<file path="src/rtl/core/hcbp_pkg.sv">
// hcbp_pkg: shared types and constants for the huffman code bit packer
// no dependencies; used by every file in rtl/core except hcbp_checker

package hcbp_pkg;

   localparam int CODE_W      = 32;
   localparam int LEN_W       = 6;
   localparam int SYM_W       = 8;
   localparam int OP_W        = 2;
   localparam int BYTE_W      = 8;
   localparam int ACC_W       = CODE_W + BYTE_W - 1;
   localparam int CNT_W       = 6;
   localparam int QUEUE_DEPTH = 4;
   localparam int QPTR_W      = 2;

   typedef enum logic [OP_W-1:0] {
      OP_LOAD   = 2'd0,
      OP_ENCODE = 2'd1,
      OP_FLUSH  = 2'd2
   } hcbp_op_type;

   typedef struct packed {
      logic              flush;
      logic [LEN_W-1:0]  len;
      logic [CODE_W-1:0] code;
   } hcbp_cmd_type;

endpackage

</file>
<file path="src/rtl/core/hcbp_queue.sv">
// hcbp_queue: short command queue between the front and the packer
// depends on hcbp_pkg

module hcbp_queue (
   input  logic                   clock,
   input  logic                   reset,
   input  logic                   push_valid,
   input  hcbp_pkg::hcbp_cmd_type push_cmd,
   output logic                   push_ready,
   output logic                   pop_valid,
   output hcbp_pkg::hcbp_cmd_type pop_cmd,
   input  logic                   pop_ready
);

   hcbp_pkg::hcbp_cmd_type        slot_ff [hcbp_pkg::QUEUE_DEPTH];
   logic [hcbp_pkg::QPTR_W-1:0]   wr_ptr_ff, wr_ptr_in;
   logic [hcbp_pkg::QPTR_W-1:0]   rd_ptr_ff, rd_ptr_in;
   logic [hcbp_pkg::QPTR_W:0]     count_ff, count_in;
   logic                          push, pop;

   assign push_ready = count_ff != (hcbp_pkg::QPTR_W+1)'(hcbp_pkg::QUEUE_DEPTH);
   assign pop_valid  = count_ff != '0;
   assign pop_cmd    = slot_ff[rd_ptr_ff];
   assign push       = push_valid && push_ready;
   assign pop        = pop_valid && pop_ready;

   always_comb begin
      wr_ptr_in = push ? wr_ptr_ff + 1'b1 : wr_ptr_ff;
      rd_ptr_in = pop ? rd_ptr_ff + 1'b1 : rd_ptr_ff;
      count_in  = count_ff + (hcbp_pkg::QPTR_W+1)'(push) - (hcbp_pkg::QPTR_W+1)'(pop);
   end

   always_ff @(posedge clock) begin
      if (push) begin
         slot_ff[wr_ptr_ff] <= push_cmd;
      end
   end

   always_ff @(posedge clock) begin
      if (reset) begin
         wr_ptr_ff <= '0;
         rd_ptr_ff <= '0;
         count_ff  <= '0;
      end else begin
         wr_ptr_ff <= wr_ptr_in;
         rd_ptr_ff <= rd_ptr_in;
         count_ff  <= count_in;
      end
   end

endmodule

</file>
<file path="config.mk">
export PLATFORM = sky130hd
export DESIGN_NAME = hcbp_queue
export DESIGN_NICKNAME = d
export VERILOG_FILES = /design/src/rtl/core/hcbp_pkg.sv /design/src/rtl/core/hcbp_queue.sv
export SDC_FILE = /design/constraint.sdc
export NUM_CORES = 1
export LEC_CHECK = 0
export BUFFER_PORTS_ARGS = -buffer_cell sky130_fd_sc_hd__buf_2
export CAP_MARGIN = 10
export CELL_PAD_IN_SITES_DETAIL_PLACEMENT = 0
export CELL_PAD_IN_SITES_GLOBAL_PLACEMENT = 1
export CORE_AREA = 2 2 111 113
export CTS_CLUSTER_SIZE = 24
export DETAILED_ROUTE_END_ITERATION = 12
export DIE_AREA = 0 0 113 115
export PLACE_DENSITY_LB_ADDON = 0.12
export SLEW_MARGIN = 25
export SYNTH_ARGS = -nofsm -noshare
export SYNTH_HDL_FRONTEND = slang
export SYNTH_SLANG_ARGS = --single-unit
</file>
<file path="constraint.sdc">
create_clock -name clock -period 4.2 [get_ports clock]
set_clock_uncertainty 0.2 [all_clocks]
set_input_delay 0.21 -clock clock [delete_from_list [all_inputs] [get_ports clock]]
set_output_delay 0.21 -clock clock [all_outputs]
set_load 0.03 [all_outputs]
</file>
Word-level counts from Yosys, hierarchy flattened
Memories as Yosys holds them, arrays and structs flattened. A register that Yosys moved wholly into a read port is not among the register bits.
Cells that the tools add are included.
{"block": "word_totals", "regBits": 7, "ramBits": 156, "input_bits": 43, "mem_count": 1}
{"block": "classes", "n_addsub": 4, "eq_ne": 1, "n_mux": 4, "reduce_logical": 3}
{"memory": "slot_ff", "depth": 4, "width": 39, "rd": 1, "rd_clocked_by_memory_dff": 1, "wr": 1, "line": "hcbp_queue.sv:15", "text": "hcbp_pkg::hcbp_cmd_type slot_ff [hcbp_pkg::QUEUE_DEPTH];"}
{"op": "2-bit by 1-bit adder with 2-bit output (second input constant)", "n": 2}
{"op": "2-bit two-way mux", "n": 2}
{"op": "3-bit by 1-bit adder with 3-bit output", "n": 1}
{"op": "3-bit != test (second input constant)", "n": 1}
{"op": "3-bit nonzero test", "n": 1}
{"op": "3-bit by 1-bit subtractor with 3-bit output", "n": 1}
{"op": "1-bit logical AND", "n": 2}
{"op": "1-bit two-way mux", "n": 2}

Longest topological paths before layout
{"block": "logic_depth", "ltp_word": 4, "ltp_mapped": 11}

Least setup slack after synthesis
No wires, ideal clock.
{"block": "synth_timing", "path_type": "register to register", "from": "register count_ff[1] (netlist bit)", "to": "memory slot_ff[0][0] (netlist bit) (enable)", "arrival_ns": 1.743, "required_time_ns": 3.600, "setup_slack_ns": 1.857, "path_stages_with_launch": 4, "period_less_slack_ns": 2.343, "cell_sequence": "dfxtp_1 -> nor2_1 -> a21boi_2 -> and2_1"}
{"block": "synth_via", "elab_chain_cells": 4}
{"element": "start: declaration", "line": "hcbp_queue.sv:18", "text": "logic [hcbp_pkg::QPTR_W:0] count_ff, count_in;"}
{"element": "start signal: assignment", "line": "hcbp_queue.sv:47", "text": "count_ff <= count_in;"}
{"element": "3-bit != test", "line": "hcbp_queue.sv:21", "text": "assign push_ready = count_ff != (hcbp_pkg::QPTR_W+1)'(hcbp_pkg::QUEUE_DEPTH);"}
{"element": "1-bit logical AND", "line": "hcbp_queue.sv:24", "text": "assign push = push_valid && push_ready;"}
{"element": "1-bit two-way mux", "line": "hcbp_queue.sv:34", "text": "if (push) begin"}
{"element": "1-bit two-way mux (implied by the code)", "line": "hcbp_queue.sv:35", "text": "slot_ff[wr_ptr_ff] <= push_cmd;"}
{"element": "end: declaration", "line": "hcbp_queue.sv:15"}
No other way between the ends.

Final worst setup path
{"block": "layout_timing", "from": "register count_ff[1] (netlist bit)", "to": "register count_ff[2] (netlist bit)"}
{"block": "layout_via", "elab_chain_cells": 4}
{"element": "3-bit != test", "line": "hcbp_queue.sv:21"}
{"element": "1-bit logical AND", "line": "hcbp_queue.sv:24"}
{"element": "3-bit by 1-bit adder with 3-bit output", "line": "hcbp_queue.sv:30", "text": "count_in = count_ff + (hcbp_pkg::QPTR_W+1)'(push) - (hcbp_pkg::QPTR_W+1)'(pop);"}
{"element": "3-bit by 1-bit subtractor with 3-bit output *", "line": "hcbp_queue.sv:30"}
Every way passes the cells marked *; elsewhere a longest branch is shown, timed or not.
A chain may end at the register's enable or synchronous reset.

==> results.md <==
* Outcome: complete, but fails checks
* Failing checks: DRC
* Layout area overhead at 24.8%
* Max-slew violation count at 0
* DRC Markers at 4
* Register area share after synthesis at 0.799
* Fmax at 391 MHz
* Hold_buf cts at 40
* Final setup viols at 0
* Proportion of layout cells with a drive suffix above 1 at 0.388
* Final GP Congestion at 0.666
* Setup bufs post-CTS at 0
* Mapped Cells at 252
* Post-route insts no fill at 541
* Fill cells at 825
* Slew @ Worst Pin at 0.797 ns
* 1st-iter DRT viols at 156
* Top layer in use: met4
* Wire per inst at 18.3 µm
* GR Overflow Total at 0
* Routed length on met3 at 412 µm
* Leakage power at 2.62 nW
* Total core area at 0.0118 mm²
* CP Max Fanout at 7
* Sink Count at 165
* Max clock buf depth at 2
* Port-buffer cells at 83
* Yosys top cell area share at 0.770
* Clk Latency, worst-skew pair at 0.41 ns
* Post-layout min period at 2.56 ns
* Antenna violations before repair at 0
* Final antenna-violating net count at 0
* Die ar. at 0.0130 mm²
* Max-Cap Viols at 0
* Total power at 4.85 mW
* Nets at 435
* Initial Utilization at 0.515
* Synthesized flop and latch total at 165
* Core Rows at 40
* Met1 wire length at 4.06 mm
* Peak VDD IR at 0.525 mV
* DR vias at 2872
* Num CTS Buffers at 17
* DRT Pass-1 Iters at 8
* Die Ht at 115 µm
* Power per cell area at 639 mW/mm²
* First-pass GRT wire length at 15.6 mm
* Post_cts resized at 0
* Gr usage total at 0.167
* Post-DP HPWL at 5.35 mm
* Clk root buf: clkbuf_16
* Area of the multi-input gates at 0.00115 mm²
* Crit path launch type: flop
* Largest net degree at the start of global routing at 40
* Rel. slew slack at 0.469
* Hold Fails Final Rpt at 0
* H-tree depth at 4
* Io pins at 84
* Synthesized area per cell at 24.2 µm²
* Vias per std cell at 5.31
* CTS tree: done
* Yosys warns at 0
* Final wirelength at 9.92 mm
* Synth area leaders: edfxtp_1 (77%), mux4_2 (14%), dfxtp_1 (3.0%)
* Placed Cells at 473
* Synth unique cells at 24
* Syn Nets at 302
* Synth area leader: edfxtp_1
* Unrepaired setup endpoints after global routing: false
* Sequential Area at 0.00487 mm²
* PnR worst setup slack at 1.64 ns
* Hold slack at 0.0704 ns
* CTS clk-pin slew, worst paths at 0.06 ns
* Worst hold path type: in -> reg
* DR WL met2 at 5.27 mm
* Die W at 113 µm
* Kind of critical path: reg -> reg
* Period utilisation layout at 0.610
* Setup_tns at 0 ns
* Number of global-route vias before repair at 3054
* Critical Path AT at 2.69 ns
* Pre-CTS setup slack at 1.63 ns
* Data required, critical path at 4.33 ns
* Post-synthesis cell area at 0.00609 mm²
* CP Capture Type: flop
* Diodes inserted at 0
==> final timing paths <==
path | from | end | slack, ns | depth (start not counted)
setup / recovery | count_ff[1] | count_ff[2] | 1.64 | 11
hold / removal | push_valid | wr_ptr_ff[1] | 0.07 | 3
setup reg to reg | count_ff[1] | count_ff[2] | 1.64 | 11
hold reg to reg | wr_ptr_ff[1] | wr_ptr_ff[1] | 0.32 | 2
==> cell usage after synthesis <==
master and n:
a21boi_2 1, and2_1 5, buf_2 2, buf_4 2, buf_6 2, clkbuf_1 3
dfxtp_1 9, edfxtp_1 156, fa_1 1, ha_1 6, inv_1 5, mux2_2 1
mux2i_1 1, mux4_2 39, nand2_1 1, nand2b_1 2, nor2_1 8, nor2b_1 1
nor3_1 1, o311ai_0 1, o31a_1 1, or3_1 1, xnor2_1 1, xor2_1 2
==> critical path: stages, from the launching register on <==
cell and delay, ns:
dfxtp_1 0.44, nor2_1 0.11, a21boi_2 0.33, inv_1 0.09, ha_1 0.29, inv_1 0.05, ha_1 0.13, inv_1 0.04
fa_1 0.36, xor2_1 0.16, and2_1 0.17, nor3_1 0.11
==> registers in the layout (all words and copies together), names as in the netlist, named ones only <==
name       count
count_ff       3
slot_ff      156
wr_ptr_ff      2
rd_ptr_ff      2
==> metrics by stage <==
| stage | util | area (µm²) |
|---|---|---|
| 2_1_floorplan | - | 6090 |
| 6_report | 0.643 | 7590 |
| 5_1_grt | 0.643 | 7590 |
| 3_5_place_dp | 0.563 | 6640 |
| 3_3_place_gp | 0.562 | 6640 |
| 4_1_cts | 0.643 | 7590 |
==> cells by family (layout without fill, tap and decap cells) <==
group                    count (synthesis)  count (layout)  synth area share
flip-flops                             165             165             0.799
multiplexers                            41              41             0.148
AND/OR/NAND/NOR                         19              19            0.0156
buffers and inverters                   14             156            0.0127
adder cells (fa/ha/maj)                  7               7            0.0156
AO/OA/AOI/OAI                            3               3           0.00473
XOR/XNOR                                 3               3           0.00432
==> where the power goes <==
part | leakage (nW) | switching, mW | internal (mW)
clock network | 0.270 | 0.537 | 0.915
logic | 0.843 | 0.699 | 0.498
registers | 1.50 | 0.180 | 2.03
==> placed cells by master (no fill, tap or decap), types with 2 or more instances in the layout <==
cell	count
inv_1	5
edfxtp_1	156
buf_2	83
xor2_1	2
bufinv_16	3
ha_1	6
clkbuf_1	4
mux4_2	39
clkinv_2	3
clkbuf_16	17
and2_4	4
dfxtp_4	2
dlygate4sd3_1	40
nand2b_1	2
nor2_1	8
dfxtp_1	7
==> per-layer routing <==
metal,up-vias,track usage
met2,74,0.288
met5,-,0
met4,0,0.0829
li1,1308,-
met3,12,0.0411
met1,1478,0.197
==> layout make-up <==
class,count,share of cell area
Tap cell,147,0.0242
Multi-Input combinational cell,73,0.152
Timing Repair Buffer,123,0.107
Clock buffer,21,0.0580
Inverter,5,0.00247
Sequential cell,165,0.642
Clock inverter,7,0.0143
No activity file was read; power rests on OpenSTA's default activity.
