`config.mk`:
```
export PLATFORM = sky130hd
export DESIGN_NAME = hcbp_packer_flat
export DESIGN_NICKNAME = d
export VERILOG_FILES = /design/src/rtl/core/hcbp_pkg.sv /design/src/rtl/core/hcbp_if.sv /design/src/rtl/core/hcbp_packer.sv /design/src/flat_wrapper.sv
export SDC_FILE = /design/constraint.sdc
export NUM_CORES = 1
export LEC_CHECK = 0
export BUFFER_PORTS_ARGS = -buffer_cell sky130_fd_sc_hd__buf_2
export CELL_PAD_IN_SITES_DETAIL_PLACEMENT = 1
export CELL_PAD_IN_SITES_GLOBAL_PLACEMENT = 2
export CORE_UTILIZATION = 40
export CTS_BUF_LIST = sky130_fd_sc_hd__clkbuf_16
export CTS_CLUSTER_DIAMETER = 50
export DETAILED_ROUTE_END_ITERATION = 6
export PLACE_DENSITY_LB_ADDON = 0.1
export SYNTH_ARGS = -nofsm -noshare
export SYNTH_HDL_FRONTEND = slang
export SYNTH_SLANG_ARGS = --single-unit
```
`constraint.sdc`:
```
create_clock -name clock -period 4.65 [get_ports clock]
set_input_delay 0 -clock clock [delete_from_list [all_inputs] [get_ports clock]]
set_output_delay 0 -clock clock [all_outputs]
set_load 0.02 [all_outputs]
```
`src/rtl/core/hcbp_pkg.sv`:
```
// hcbp_pkg: shared types and constants for the huffman code bit packer
// no dependencies; used by every file in rtl/core except hcbp_checker

package hcbp_pkg;

   localparam int CODE_W      = 32;
   localparam int LEN_W       = 6;
   localparam int SYM_W       = 8;
   localparam int OP_W        = 2;
   localparam int BYTE_W      = 8;
   localparam int ACC_W       = CODE_W + BYTE_W - 1;
   localparam int CNT_W       = 6;
   localparam int QUEUE_DEPTH = 4;
   localparam int QPTR_W      = 2;

   typedef enum logic [OP_W-1:0] {
      OP_LOAD   = 2'd0,
      OP_ENCODE = 2'd1,
      OP_FLUSH  = 2'd2
   } hcbp_op_type;

   typedef struct packed {
      logic              flush;
      logic [LEN_W-1:0]  len;
      logic [CODE_W-1:0] code;
   } hcbp_cmd_type;

endpackage

```
`src/rtl/core/hcbp_if.sv`:
```


interface hcbp_rsp_if;
   logic                         valid;
   logic                         ready;
   logic [hcbp_pkg::BYTE_W-1:0]  out_byte;
   logic                         last_of_run;

   modport source (output valid, output out_byte, output last_of_run, input ready);
   modport sink   (input valid, input out_byte, input last_of_run, output ready);
endinterface

```
`src/rtl/core/hcbp_packer.sv`:
```
// hcbp_packer: bit accumulator and byte emitter with output register
// depends on hcbp_pkg and hcbp_rsp_if

module hcbp_packer (
   input  logic                   clock,
   input  logic                   reset,
   input  logic                   cmd_valid,
   input  hcbp_pkg::hcbp_cmd_type cmd,
   output logic                   cmd_ready,
   hcbp_rsp_if.source             rsp_chan
);

   logic [hcbp_pkg::ACC_W-1:0]  acc_ff, acc_in;
   logic [hcbp_pkg::CNT_W-1:0]  cnt_ff, cnt_in;
   logic                        rsp_valid_ff, rsp_valid_in;
   logic [hcbp_pkg::BYTE_W-1:0] rsp_byte_ff, rsp_byte_in;
   logic                        rsp_last_ff, rsp_last_in;

   logic                        out_free, draining, emit;
   logic [hcbp_pkg::ACC_W-1:0]  sum_acc;
   logic [hcbp_pkg::CNT_W-1:0]  sum_cnt;
   logic [3:0]                  pad_amt;

   localparam logic [hcbp_pkg::CNT_W-1:0] ONE_BYTE = hcbp_pkg::CNT_W'(hcbp_pkg::BYTE_W);
   localparam logic [hcbp_pkg::CNT_W-1:0] TWO_BYTE = hcbp_pkg::CNT_W'(2 * hcbp_pkg::BYTE_W);

   assign out_free  = !rsp_valid_ff || rsp_chan.ready;
   assign draining  = cnt_ff >= ONE_BYTE;
   assign cmd_ready = out_free && !draining;

   always_comb begin
      sum_acc = (acc_ff << cmd.len) | hcbp_pkg::ACC_W'(cmd.code);
      sum_cnt = cnt_ff + cmd.len;
      pad_amt = 4'(hcbp_pkg::BYTE_W) - {1'b0, cnt_ff[2:0]};

      acc_in      = acc_ff;
      cnt_in      = cnt_ff;
      emit        = 1'b0;
      rsp_byte_in = rsp_byte_ff;
      rsp_last_in = rsp_last_ff;

      if (out_free) begin
         if (draining) begin
            emit        = 1'b1;
            rsp_byte_in = hcbp_pkg::BYTE_W'(acc_ff >> (cnt_ff - ONE_BYTE));
            rsp_last_in = cnt_ff < TWO_BYTE;
            cnt_in      = cnt_ff - ONE_BYTE;
         end else if (cmd_valid) begin
            if (cmd.flush) begin
               emit        = cnt_ff != '0;
               rsp_byte_in = hcbp_pkg::BYTE_W'(acc_ff[hcbp_pkg::BYTE_W-1:0] << pad_amt);
               rsp_last_in = 1'b1;
               cnt_in      = '0;
            end else begin
               acc_in = sum_acc;
               if (sum_cnt >= ONE_BYTE) begin
                  emit        = 1'b1;
                  rsp_byte_in = hcbp_pkg::BYTE_W'(sum_acc >> (sum_cnt - ONE_BYTE));
                  rsp_last_in = sum_cnt < TWO_BYTE;
                  cnt_in      = sum_cnt - ONE_BYTE;
               end else begin
                  cnt_in = sum_cnt;
               end
            end
         end
      end

      rsp_valid_in = out_free ? emit : rsp_valid_ff;
   end

   always_ff @(posedge clock) begin
      if (reset) begin
         acc_ff       <= '0;
         cnt_ff       <= '0;
         rsp_valid_ff <= 1'b0;
      end else begin
         acc_ff       <= acc_in;
         cnt_ff       <= cnt_in;
         rsp_valid_ff <= rsp_valid_in;
      end
   end

   always_ff @(posedge clock) begin
      if (out_free && emit) begin
         rsp_byte_ff <= rsp_byte_in;
         rsp_last_ff <= rsp_last_in;
      end
   end

   assign rsp_chan.valid       = rsp_valid_ff;
   assign rsp_chan.out_byte    = rsp_byte_ff;
   assign rsp_chan.last_of_run = rsp_last_ff;

endmodule

```
`src/flat_wrapper.sv`:
```
// flat-port wrapper written by rule: the top's interface ports become plain ports
module hcbp_packer_flat 
  (clock, reset, cmd_valid, cmd, cmd_ready, rsp_chan_valid, rsp_chan_out_byte, rsp_chan_last_of_run, rsp_chan_ready);
  hcbp_rsp_if rsp_chan_i ();
  input  logic clock;
  input  logic reset;
  input  logic cmd_valid;
  input  hcbp_pkg::hcbp_cmd_type cmd;
  output logic cmd_ready;
  output wire logic [$bits(rsp_chan_i.valid)-1:0] rsp_chan_valid;
  output wire logic [$bits(rsp_chan_i.out_byte)-1:0] rsp_chan_out_byte;
  output wire logic [$bits(rsp_chan_i.last_of_run)-1:0] rsp_chan_last_of_run;
  input wire logic [$bits(rsp_chan_i.ready)-1:0] rsp_chan_ready;
  assign rsp_chan_valid = rsp_chan_i.valid;
  assign rsp_chan_out_byte = rsp_chan_i.out_byte;
  assign rsp_chan_last_of_run = rsp_chan_i.last_of_run;
  assign rsp_chan_i.ready = rsp_chan_ready;
  hcbp_packer u_core (.clock(clock), .reset(reset), .cmd_valid(cmd_valid), .cmd(cmd), .cmd_ready(cmd_ready), .rsp_chan(rsp_chan_i));
endmodule
```
After elaboration in Yosys (flattened, before gate mapping)
Index checks and enable logic that the tools add are counted.

Output and inout port bits: 11. Input port bits: 43. Bits in registers: 55.

Order comparisons: 4. Shifts and indexed selects: 4. Add/sub/neg operators: 4. Reductions and logical operators: 11. Muxes and demuxes: 17. Bitwise gates (word level): 3.

Operators by type and width (count): $shr 39x6->8 (2); $or 39x32->39 (1); $shl 39x6->39 (1); $mux 8 (4); $mux 6 (4); $ge 6x4->1 const B (2); $lt 6x5->1 const B (2); $sub 6x4->6 const B (2); $mux 1 (9); $reduce_and 4->1 (2); $shl 8x4->8 (1); $add 6x6->6 (1); $reduce_bool 6->1 (1); $sub 4x3->4 const A (1); $reduce_bool 3->1 (1); $logic_and 1x1->1 (2); $logic_not 1->1 (2); $not 1->1 (2); $reduce_and 2->1 (1); $reduce_bool 2->1 (1); $logic_or 1x1->1 (1).

Logic depth before layout (Yosys ltp)
Depth in word-level cells: 9. Depth in mapped cells: 15.

Least setup slack after synthesis
No wires, ideal clock.

Path kind: register to register. Start point: register u_core.cnt_ff[0] (netlist bit). End point: register u_core.rsp_byte_ff (netlist bit u_core.rsp_chan.out_byte[5]) (data pin). Cell stages (with the launch flop): 16. Clock period less this slack: 3.460 ns. Data arrival time: 3.194 ns. Path slack: 1.190 ns. Setup time: 0.266 ns. Cells stage by stage: dfxtp_1 > buf_2 > buf_2 > buf_2 > clkbuf_1 > inv_1 > ha_1 > xor2_1 > clkbuf_1 > nor2_1 > a211oi_1 > a211oi_1 > a31oi_1 > o221ai_1 > a31oi_1 > o31ai_1.

Longest elaborated chain between the ends: 7. Elaborated cells between the ends (all ways): 12. Those cells by class: add/sub: 4; order compare: 1; shift: 3; mux: 4.

RTL lines: start, declared (line hcbp_packer.sv:14) `logic [hcbp_pkg::CNT_W-1:0] cnt_ff, cnt_in;`; start signal, assigned (line hcbp_packer.sv:78) `cnt_ff <= cnt_in;`; $add 6x6->6 (line hcbp_packer.sv:33) `sum_cnt = cnt_ff + cmd.len;`; $sub 6x4->6 (line hcbp_packer.sv:58) `rsp_byte_in = hcbp_pkg::BYTE_W'(sum_acc >> (sum_cnt - ONE_BYTE));`; $shr 39x6->8 (line hcbp_packer.sv:58); $mux 8 (line hcbp_packer.sv:56) `if (sum_cnt >= ONE_BYTE) begin`; $mux 8 (line hcbp_packer.sv:49) `if (cmd.flush) begin`; $mux 8 (line hcbp_packer.sv:48) `end else if (cmd_valid) begin`; $mux 8 (*) (line hcbp_packer.sv:43) `if (draining) begin`; end signal, assigned (line hcbp_packer.sv:85) `rsp_byte_ff <= rsp_byte_in;`; end, declared (line hcbp_packer.sv:16) `logic [hcbp_pkg::BYTE_W-1:0] rsp_byte_ff, rsp_byte_in;`.

Mark *: on every way between the ends. The rest lies on a longest branch, timed or not. The select of a mux whose other input is x is not followed. A chain may end at the register's enable or synchronous reset.

Worst setup path in the final report
Start point: register u_core.acc_ff[16] (netlist bit). End point: register u_core.rsp_byte_ff (netlist bit u_core.rsp_chan.out_byte[6]) (data pin).

Longest elaborated chain between the ends: 7. Elaborated cells between the ends (all ways): 8. Those cells by class: shift: 3; mux: 4; bitwise: 1.

RTL lines: start, declared (line hcbp_packer.sv:13) `logic [hcbp_pkg::ACC_W-1:0] acc_ff, acc_in;`; start signal, assigned (line hcbp_packer.sv:77) `acc_ff <= acc_in;`; $shl 39x6->39 (line hcbp_packer.sv:32) `sum_acc = (acc_ff << cmd.len) | hcbp_pkg::ACC_W'(cmd.code);`; $or 39x32->39 (line hcbp_packer.sv:32); $shr 39x6->8 (line hcbp_packer.sv:58); $mux 8 (line hcbp_packer.sv:56); $mux 8 (line hcbp_packer.sv:49); $mux 8 (line hcbp_packer.sv:48); $mux 8 (*) (line hcbp_packer.sv:43).

Marked as above.

==> results by group <==
Timing
  • Accumulated negative setup slack: 0 ps
  • Setup-failing EPs final: 0
  • Unrepaired setup endpoints after global routing: false
  • Post-route clock skew: 16.2 ps
  • Fin. max-slew vios: 0
  • Slew of the pin with the lowest slew margin: between 1000 and 1500 ps
  • Worst rel slew slack: around 28%
  • Setup WS post-layout: 492 ps
  • Highest Clock Rate: 240 MHz
  • Number of failing hold endpoints at the final stage: 0
  • Share of the clock period used by the worst path after layout: 89.4%
  • Hold WS: 19.8 ps
  • Final critical-path required period: 4160 ps

Place
  • GPL Wtd Cong: ~0.94
  • DP HPWL: 32300 um
  • Number of buffers added on ports: 53
  • Pre-CTS setup slack: 549 ps
  • Placed cell area: 9910 um^2

Global routing
  • Total congestion overflow: 0
  • Gr usage total: 36.1%
  • Via count of the first global-routing pass: between 9000 and 10000
  • Global-route wire length before repair: 64700 um
  • Number of antenna violations at the first check in global routing: 3
  • Pin count of the biggest net entering global routing: 61

Worst setup path
  • Family with the most delay on the worst path: compound AO/OA/AOI/OAI gates
  • Worst stage delay on the critical path: 830 ps
  • Maximum net fanout on the critical path: 14
  • Number of cell instances on the worst register-to-register path: 8
  • Arrival time of data at the critical path endpoint: 4210 ps
  • FF-to-FF End: u_core.rsp_chan.out_byte[6]$_DFFE_PP_
  • Worst-path cell with the longest stage delay: sky130_fd_sc_hd__a221oi_1
  • Register-to-register path setup slack: around 490 ps
  • Endpoint class of the critical path: register
  • Endpoint of the worst setup timing path: u_core.rsp_chan.out_byte[6]$_DFFE_PP_
  • Critical path depth in cells: 8
  • Cell breakdown of the critical path: mux4_1, mux2_2, a221oi_1, a211oi_1, a31oi_1, o22ai_1, a2111oi_0, o41ai_1
  • Type of origin of the critical path: register
  • Data required time at the worst endpoint: around 4700 ps
  • Worst setup path category: reg2reg
  • CP startpoint: u_core.acc_ff[16]$_SDFFE_PP0P_
  • Count of buffering cells on the critical path with inverters included: 0
  • Startpoint of the worst-slack reg-to-reg timing path: u_core.acc_ff[16]$_SDFFE_PP0P_

Power
  • Leak Pwr: between 0.003 and 0.004 uW
  • Clock group share of total power: about a tenth
  • Share of total power in combinational logic: 67.9%
  • Reg power frac: 22.3%
  • Proportion of total power due to net switching: a little over half
  • Internal power consumption: 2000 uW
  • Cell area power density: 432 nW/um^2
  • Psw: 2350 uW
  • VDD IR-drop max: approximately 0.21 mV

Route
  • Routed len/inst: 31.1 um
  • Vias/cell: 7.14
  • Residual DRC count: 0
  • Antenna Nets Post-Route: 0
  • Total wire length: 42700 um
  • Drt pass-1 iters: 5
  • Via total after detailed routing: 9818
  • Number of design-rule violations left by the first detailed-router iteration: 1029

Synthesis
  • Number of synthesis warnings: 0
  • Mapped Nets: around 1100
  • Synthesized cell area: roughly 9400 um^2
  • Commonest cells in the synthesized netlist: 133 x sky130_fd_sc_hd__nor2_1, 105 x sky130_fd_sc_hd__mux4_2, 87 x sky130_fd_sc_hd__clkbuf_1
  • Count of cell types in the netlist: 89
  • Library cell with the highest instance count after synthesis: sky130_fd_sc_hd__nor2_1
  • Post-synth EDFFs: 9
  • Area fraction of the dominant cell type after synthesis: 25.0%
  • Post-synth top area cell: sky130_fd_sc_hd__mux4_2
  • Proportion of synthesized chip area in sequential cells: 12.6%
  • Proportion of register bits with asynchronous set or reset after synthesis: 0%
  • Number of cells produced by synthesis: between 1000 and 1500
  • Synth area leaders: sky130_fd_sc_hd__mux4_2 25%, sky130_fd_sc_hd__dfxtp_1 9.7%, sky130_fd_sc_hd__nor2_1 5.3%
  • Post-synthesis register bit count: 55
  • Post-synth top flop: sky130_fd_sc_hd__dfxtp_1
  • Per-instance average area after synthesis: about 8.7 um^2

Clock tree
  • Number of gates resized after cts: 0
  • CTS tree: yes
  • Reg clk slew, reported paths: 90 ps
  • CTS Buffer Depth: 2
  • CTS H-tree depth: 2
  • Clock buffers created by TritonCTS: 5
  • Clock Tree Root: sky130_fd_sc_hd__clkbuf_16
  • Clock latency on the worst-skew pair: 330 ps
  • Total setup buffers inserted after CTS: 0
  • Number of sinks on the clock net: 55

Run status
  • Status: complete, no violations

Final layout
  • Layout cells sized above 1: 26.1%
  • Post-synthesis to final-layout area growth: 6.72%
  • Final Net Count: 1114
  • Final non-filler cell area: 10100 um^2

Floorplan
  • Effective utilization at floorplan: 41.2%
  • Core Region: 22900 um^2
  • Standard-cell row count: 55
  • Total die area: approximately 24000 um^2
  • Die Height: about 160 um
  • Horizontal die dimension: 156 um
  • Top-Level Pins: 54

Run
  • Max_cap viols: 0

Hold path
  • Hold crit path type: in2reg
## flip-flops by register name, summed over array words and instances (netlist names)
name,cells
u_core.acc_ff,39
u_core.cnt_ff,6
u_core.rsp_chan.last_of_run,1
u_core.rsp_chan.out_byte,8
u_core.rsp_chan.valid,1
## worst min-delay path: stages
cell and delay, ps:
sky130_fd_sc_hd__buf_2 90, sky130_fd_sc_hd__nor3_1 80, sky130_fd_sc_hd__nor3_1 120
## final cells by class
cell class / count / area [um^2]
Antenna cell: 1 / 2.50
Clock buffer: 5 / 125
Clock inverter: 3 / 18.8
Fill cell: 2712 / 12800
Inverter: 23 / 86.3
Multi-Input combinational cell: 877 / 7630
Sequential cell: 55 / 1190
Tap cell: 313 / 392
Timing Repair Buffer: 98 / 636
## layout by cell type (no fill, tap or decap), types with 11 or more instances in the layout
| master | Yosys | routed |
|---|---|---|
| sky130_fd_sc_hd__a211oi_1 | 48 | 48 |
| sky130_fd_sc_hd__a21oi_1 | 34 | 34 |
| sky130_fd_sc_hd__a311oi_1 | 13 | 13 |
| sky130_fd_sc_hd__a31oi_1 | 18 | 18 |
| sky130_fd_sc_hd__buf_2 | 16 | 52 |
| sky130_fd_sc_hd__buf_4 | 1 | 42 |
| sky130_fd_sc_hd__dfxtp_1 | 46 | 44 |
| sky130_fd_sc_hd__inv_1 | 18 | 19 |
| sky130_fd_sc_hd__mux2_1 | 13 | 13 |
| sky130_fd_sc_hd__mux2_2 | 34 | 34 |
| sky130_fd_sc_hd__mux2i_1 | 48 | 48 |
| sky130_fd_sc_hd__mux4_2 | 105 | 105 |
| sky130_fd_sc_hd__nand2_1 | 52 | 52 |
| sky130_fd_sc_hd__nand3_1 | 39 | 39 |
| sky130_fd_sc_hd__nor2_1 | 133 | 131 |
| sky130_fd_sc_hd__nor2b_1 | 11 | 11 |
| sky130_fd_sc_hd__nor3_1 | 52 | 52 |
| sky130_fd_sc_hd__o211ai_1 | 17 | 17 |
| sky130_fd_sc_hd__o21ai_0 | 36 | 36 |
| sky130_fd_sc_hd__o22ai_1 | 19 | 19 |
## kinds of logic (layout without fill, tap and decap cells)
kind of cell	count (synthesis)	after routing	share of synthesized area, %
simple gates	350	350	17.7
fa+ha+maj	11	11	1.54
flops	55	55	12.6
buf+inv	150	129	7.13
mux	202	202	36.3
xor+xnor	8	8	0.742
compound gates	306	306	24.0
other cells	0	1	0
## power groups by stage
stage          Clock, uW  Combinational (uW)  Sequential, uW
2_1_floorplan          0                2070             788
4_1_cts              433                2910             953
6_report             427                2960             971
5_1_grt              445                3160             980
3_5_place_dp           0                2890             965
3_3_place_gp           0                2880             960
## metrics by stage
step,total power [uW],std cells,util (%)
6_report,4360,1375,44.0
3_3_place_gp,3840,1364,43.3
4_1_cts,4300,1374,44.0
2_1_floorplan,2860,1082,-
3_5_place_dp,3860,1364,43.3
5_1_grt,4580,1374,44.0
## worst min-delay path by stage
| stage | startpoint | to | slack [ps] | cells after the start |
|---|---|---|---|---|
| 2_1_floorplan | cmd[12] | u_core.acc_ff[12]$_SDFFE_PP0P_ | 180 | 2 |
| 3_3_place_gp | rsp_chan_ready | u_core.cnt_ff[3]$_SDFFE_PP0P_ | 320 | 4 |
| 3_5_place_dp | rsp_chan_ready | u_core.cnt_ff[3]$_SDFFE_PP0P_ | 330 | 4 |
| 4_1_cts | cmd[12] | u_core.acc_ff[12]$_SDFFE_PP0P_ | 10 | 3 |
| 5_1_grt | cmd[12] | u_core.acc_ff[12]$_SDFFE_PP0P_ | 20 | 3 |
| 6_report | cmd[12] | u_core.acc_ff[12]$_SDFFE_PP0P_ | 20 | 3 |
## repair_timing
item,CTS,global route
hold endpoints to repair,2,0
hold buffers,2,0
endpoints found under the setup margin,0,0
## routing by layer
layer  GRT usage, %  wire length (um)  up-vias
met1           47.6             17300     4915
met5              0                 9        -
li1               -                 -     4285
met4           15.9              2050        2
met2           58.3             19800      522
met3           5.92              3590       94
(Power assumes the default switching activity.)
